`src/rtl/srg_pkg.sv`:
```
package srg_pkg;

    typedef struct packed {
        logic [1:0] cmd;
        logic [7:0] row;
        logic [7:0] col;
        logic [7:0] pixel;
    } t_req;

    typedef struct packed {
        logic        mask_bit;
        logic [16:0] region_size;
        logic        grow_done;
    } t_rsp;

    localparam logic [1:0] CMD_LOAD = 2'd0;
    localparam logic [1:0] CMD_GROW = 2'd1;
    localparam logic [1:0] CMD_READ = 2'd2;

    localparam int CFG_AW = 3;
    localparam int CFG_DW = 9;

    localparam logic [CFG_AW-1:0] REG_THRESHOLD = 3'd0;
    localparam logic [CFG_AW-1:0] REG_SEED_ROW  = 3'd1;
    localparam logic [CFG_AW-1:0] REG_SEED_COL  = 3'd2;
    localparam logic [CFG_AW-1:0] REG_ROWS      = 3'd3;
    localparam logic [CFG_AW-1:0] REG_COLS      = 3'd4;

    localparam logic [7:0] THRESHOLD_RST = 8'd127;
    localparam logic [8:0] DIM_RST       = 9'd256;

    localparam logic [2:0] NB_LAST = 3'd7;

    // controller -> datapath
    typedef struct packed {
        logic accept;
        logic start;
        logic clr;
        logic seed;
        logic pix_rd;
        logic nb_first;
        logic nb_rd;
        logic nb_next;
        logic mark;
        logic px_next;
        logic restart;
        logic out_grow;
    } t_cmd;

    // datapath -> controller
    typedef struct packed {
        logic s1_v;
        logic out_free;
        logic clr_last;
        logic pix_skip;
        logic nb_hit;
        logic nb_last;
        logic px_last;
        logic changed;
    } t_sts;

endpackage

```
`src/rtl/srg_ctrl.sv`:
```
module srg_ctrl (
    input  logic          i_clk,
    input  logic          i_rst_n,
    input  logic          i_valid,
    input  logic [1:0]    i_req_cmd,
    input  srg_pkg::t_sts i_sts,
    output logic          o_ready,
    output srg_pkg::t_cmd o_cmd
);

    typedef enum logic [3:0] {
        ST_IDLE,
        ST_CLEAR,
        ST_SEED,
        ST_P_READ,
        ST_P_CHECK,
        ST_NB_READ,
        ST_NB_CHECK,
        ST_MARK,
        ST_NEXT,
        ST_DONE
    } t_state;

    t_state r_state;
    t_state n_state;

    always_comb begin
        n_state = r_state;
        o_cmd   = '0;
        o_ready = (r_state == ST_IDLE) && (!i_sts.s1_v || i_sts.out_free);
        case (r_state)
            ST_IDLE: begin
                o_cmd.accept = i_valid && o_ready;
                if (o_cmd.accept && i_req_cmd == srg_pkg::CMD_GROW) begin
                    o_cmd.start = 1'b1;
                    n_state     = ST_CLEAR;
                end
            end
            ST_CLEAR: begin
                o_cmd.clr = 1'b1;
                if (i_sts.clr_last) begin
                    n_state = ST_SEED;
                end
            end
            ST_SEED: begin
                o_cmd.seed = 1'b1;
                n_state    = ST_P_READ;
            end
            ST_P_READ: begin
                o_cmd.pix_rd = 1'b1;
                n_state      = ST_P_CHECK;
            end
            ST_P_CHECK: begin
                if (i_sts.pix_skip) begin
                    n_state = ST_NEXT;
                end else begin
                    o_cmd.nb_first = 1'b1;
                    n_state        = ST_NB_READ;
                end
            end
            ST_NB_READ: begin
                o_cmd.nb_rd = 1'b1;
                n_state     = ST_NB_CHECK;
            end
            ST_NB_CHECK: begin
                if (i_sts.nb_hit) begin
                    n_state = ST_MARK;
                end else if (i_sts.nb_last) begin
                    n_state = ST_NEXT;
                end else begin
                    o_cmd.nb_next = 1'b1;
                    n_state       = ST_NB_READ;
                end
            end
            ST_MARK: begin
                o_cmd.mark = 1'b1;
                n_state    = ST_NEXT;
            end
            ST_NEXT: begin
                if (!i_sts.px_last) begin
                    o_cmd.px_next = 1'b1;
                    n_state       = ST_P_READ;
                end else if (i_sts.changed) begin
                    o_cmd.restart = 1'b1;
                    n_state       = ST_P_READ;
                end else begin
                    n_state = ST_DONE;
                end
            end
            ST_DONE: begin
                if (i_sts.out_free) begin
                    o_cmd.out_grow = 1'b1;
                    n_state        = ST_IDLE;
                end
            end
            default: begin
                n_state = ST_IDLE;
            end
        endcase
    end

    always_ff @(posedge i_clk) begin
        if (!i_rst_n) begin
            r_state <= ST_IDLE;
        end else begin
            r_state <= n_state;
        end
    end

endmodule

```
`config.mk`:
```
export PLATFORM = sky130hd
export DESIGN_NAME = srg_ctrl
export DESIGN_NICKNAME = d
export VERILOG_FILES = /design/src/rtl/srg_pkg.sv /design/src/rtl/srg_ctrl.sv
export SDC_FILE = /design/constraint.sdc
export NUM_CORES = 1
export LEC_CHECK = 0
export BUFFER_PORTS_ARGS = -buffer_cell sky130_fd_sc_hd__buf_2
export CAP_MARGIN = 10
export CORE_AREA = 5 5 42 44
export CTS_BUF_LIST = sky130_fd_sc_hd__clkbuf_4
export CTS_CLUSTER_DIAMETER = 200
export DETAILED_ROUTE_END_ITERATION = 7
export DIE_AREA = 0 0 47 49
export SLEW_MARGIN = 20
export SYNTH_ARGS = -nofsm -noshare
export SYNTH_HDL_FRONTEND = slang
export SYNTH_SLANG_ARGS = --single-unit
export TNS_END_PERCENT = 10
```
`constraint.sdc`:
```
create_clock -name i_clk -period 1.65 [get_ports i_clk]
set_input_delay 0.165 -clock i_clk [delete_from_list [all_inputs] [get_ports i_clk]]
set_output_delay 0.165 -clock i_clk [all_outputs]
set_load 0.05 [all_outputs]
```
==> qor_table.md <==
| Parameter | This run |
| --- | --- |
| Number of vias per cell | 5.05 |
| Placement Rows | 14 |
| Power density over the cells | 491 nW/um2 |
| Number of hold-slack violations in the final timing report | 0 |
| DIE AREA | 2300 um2 |
| Synth top area share | 19.5% |
| Worst clock skew on the final layout | 0.00480 ns |
| Cell area after placement | 591 um2 |
| Sequential fraction of the synthesis area | 19.5% |
| Number of instances in the synthesized netlist | 57 |
| Input/output buffers | 25 |
| Core Area | 1400 um2 |
| Commonest non-fill, non-tap cell in the layout | sky130_fd_sc_hd__buf_2 |
| Total wire length | 1200 um |
| Peak fanout along the critical path | 3 |
| Actual slew at the worst max-slew pin | 0.509 ns |
| Detailed placement HPWL | 964 um |
| Post-synthesis net count | 70 |
| Minimum clock period after layout | 1.70 ns |
| Worst-skew pair later-pin latency | 0.23 ns |
| CP Cell Sequence | or4_4 -> nor2_4 -> and3_4 -> buf_8 |
| Number of global-route vias before repair | 460 |
| Chip Height | 49 um |
| CTS tree | built |
| Drc violations | 0 |
| Sum of negative setup slack | -0.0452 ns |
| Registers with the highest flip-flop counts | r_state: 4 flops |
| Total grt overflow | 0 |
| Power, Total | 0.325 mW |
| Highest cell delay on the worst timing path | 0.56 ns |
| Clock transition at the register clock pins on the worst setup and hold paths after CTS | 0.04 ns |
| Outcome | complete, but fails checks |
| Ports | 26 |
| Failing checks | negative setup slack |
| Post-layout worst setup margin | -0.0452 ns |
| Util after Layout | 47.2% |
| Starting Density | 29.4% |
| 1st-iter DRT viols | 5 |
| Crit end category | primary output |
| VDD IR-drop max | 292 uV |
| Leakage power | 0.306 nW |
| Post-Syn Area | 412 um2 |
| Req. time, crit path | 1.48 ns |
| Peak Freq | 0.590 GHz |
| Number of pins exceeding their max-slew limit in the final report | 0 |
| Die extent in x | 47 um |
| Total GRT Usage | 10.7% |
| Count of endpoints failing setup in the final report | 1 |
| Post-layout net count | 102 |
| Maximum number of pins on one net before global-route repair | 12 |
| Number of storage elements in the synthesis netlist | 4 |
| Antenna violations before repair | 0 |
| Cells taking the most area after synthesis | sky130_fd_sc_hd__dfxtp_1, sky130_fd_sc_hd__nand2b_1, sky130_fd_sc_hd__nor2_1, sky130_fd_sc_hd__nor3b_1, sky130_fd_sc_hd__nor3_1 |
| Largest reg by FF count | r_state |
| Period utilization | 103% |
| Setup WS pre-CTS | 0.0656 ns |
| Data arrival time of the worst path | 1.53 ns |
| First-pass GRT wire length | 1830 um |
| Count of clock tree sinks | 4 |
| Commonest cells after routing, fill and taps aside | sky130_fd_sc_hd__buf_2, sky130_fd_sc_hd__buf_4, sky130_fd_sc_hd__nand2b_1, sky130_fd_sc_hd__nor2_1, sky130_fd_sc_hd__inv_1 |
| Global placer's final weighted congestion | 0.751 |
| Number of levels the H-tree was split into | 1 |
| Share of cells above drive strength 1 | 49.4% |
| Cell at the root of the clock tree | sky130_fd_sc_hd__clkbuf_4 |
| Post-route cell area | 662 um2 |
| Critical path start-end classification | reg -> out |
| Number of buffers added to fix hold violations after cts | 0 |
| Max-cap violations | 0 |
| Drt pass-1 iters | 4 |
| Ant. Diodes | 0 |
| RSZ-0062 raised after global routing | true |
| Worst path slowest cell | sky130_fd_sc_hd__or4_4 |
| Netlist cell types | 28 |
| Maximum buffer depth of the clock tree | 2 |
| Tightest slew margin relative to the limit | 66.0% |
| Yosys warning count | 0 |
| Largest register FFs | 4 |
| HP Class | in -> reg |
| Area grow syn2layout | 60.8% |
| Launching element type of the critical path | flip-flop |
| Number of antenna-violating nets in the routed design | 0 |
| Number of buffers added by the clock tree synthesis step | 3 |
| Avg WL per Cell | 11.7 um |
| Via count | 520 |
| Largest area contributor in the netlist | sky130_fd_sc_hd__dfxtp_1 |
| Synthesized area divided by synthesized cell count | 7.22 um2 |
## cell usage after synthesis
cell type                   count
sky130_fd_sc_hd__nand3b_1       2
sky130_fd_sc_hd__a2111oi_2      1
sky130_fd_sc_hd__or4_4          1
sky130_fd_sc_hd__clkbuf_1       2
sky130_fd_sc_hd__nand2_1        3
sky130_fd_sc_hd__nor3_1         4
sky130_fd_sc_hd__a41oi_1        1
sky130_fd_sc_hd__dfxtp_1        4
sky130_fd_sc_hd__or3_1          1
sky130_fd_sc_hd__nor4_1         1
sky130_fd_sc_hd__a21oi_1        3
sky130_fd_sc_hd__a311oi_1       1
sky130_fd_sc_hd__a211o_1        1
sky130_fd_sc_hd__nor2b_1        1
sky130_fd_sc_hd__and2b_1        2
sky130_fd_sc_hd__nor3b_1        3
sky130_fd_sc_hd__a32o_1         1
sky130_fd_sc_hd__buf_2          2
sky130_fd_sc_hd__a41oi_2        1
sky130_fd_sc_hd__and3_1         1
sky130_fd_sc_hd__o22ai_1        1
sky130_fd_sc_hd__a22oi_1        1
sky130_fd_sc_hd__inv_1          5
sky130_fd_sc_hd__o32ai_1        1
sky130_fd_sc_hd__nor2_1         6
sky130_fd_sc_hd__and4_1         1
sky130_fd_sc_hd__o21a_1         1
sky130_fd_sc_hd__nand2b_1       5
## critical path, delay by kind of cell (launching register included)
kind	cells	cell delay (ns)
and+or+nand+nor	3	0.85
DFF	1	0.31
buffers and inverters	1	0.14
## cell families (layout without fill, tap and decap cells)
family | Yosys count | count (layout) | synth area share, %
DFF | 4 | 4 | 19.5
and+or+nand+nor | 31 | 31 | 44.4
AOI/OAI and AO/OA | 13 | 13 | 27.4
buffers and inverters | 9 | 39 | 8.82
## timing repair
action / 4_1_cts / 5_1_grt
gates resized for setup: 8 / 5
setup buffers: 1 / 0
cloned: 0 / 0
pin swaps: 3 / 0
setup endpoints to repair: 4 / 6
## layout make-up
| cell class | count | area (um2) |
|---|---|---|
| repair buffers | 31 | 195 |
| flip-flops and latches | 4 | 81.3 |
| well taps | 16 | 20.0 |
| fillers | 159 | 739 |
| multi-input cells | 44 | 324 |
| clock buffers | 3 | 22.5 |
| inverters | 5 | 18.8 |
## path summary, 6_finish.rpt
path | start | to | slack [ns] | depth (start not counted)
min | i_rst_n | r_state[3] | 0.21 | 2
min reg2reg | r_state[3] | r_state[2] | 0.57 | 2
max | r_state[2] | o_cmd[10] | -0.05 | 4
max reg2reg | r_state[2] | r_state[3] | 0.02 | 5
## stage by stage
| step | hold slack (ns) | instances |
|---|---|---|
| after floorplan | 0.327 | 57 |
| after global placement | 0.433 | 99 |
| after detailed placement | 0.435 | 99 |
| after CTS | 0.188 | 103 |
| after global routing | 0.222 | 103 |
| final | 0.205 | 103 |
## routing by layer
layer / global-route usage [%] / up-vias / share of wire [%]
li1: - / 269 / -
met1: 12.7 / 237 / 35
met2: 17.9 / 12 / 56
met3: 1.11 / 2 / 7.2
met4: 5.53 / 0 / 1.7
met5: 0 / - / 0
## report_power, final
part	leakage (nW)	internal (mW)	switching (mW)
clock network	0.0138	0.0812	0.0386
logic	0.260	0.0430	0.0620
registers	0.0328	0.0989	0.00104
Power figures use the tool's default switching activity.
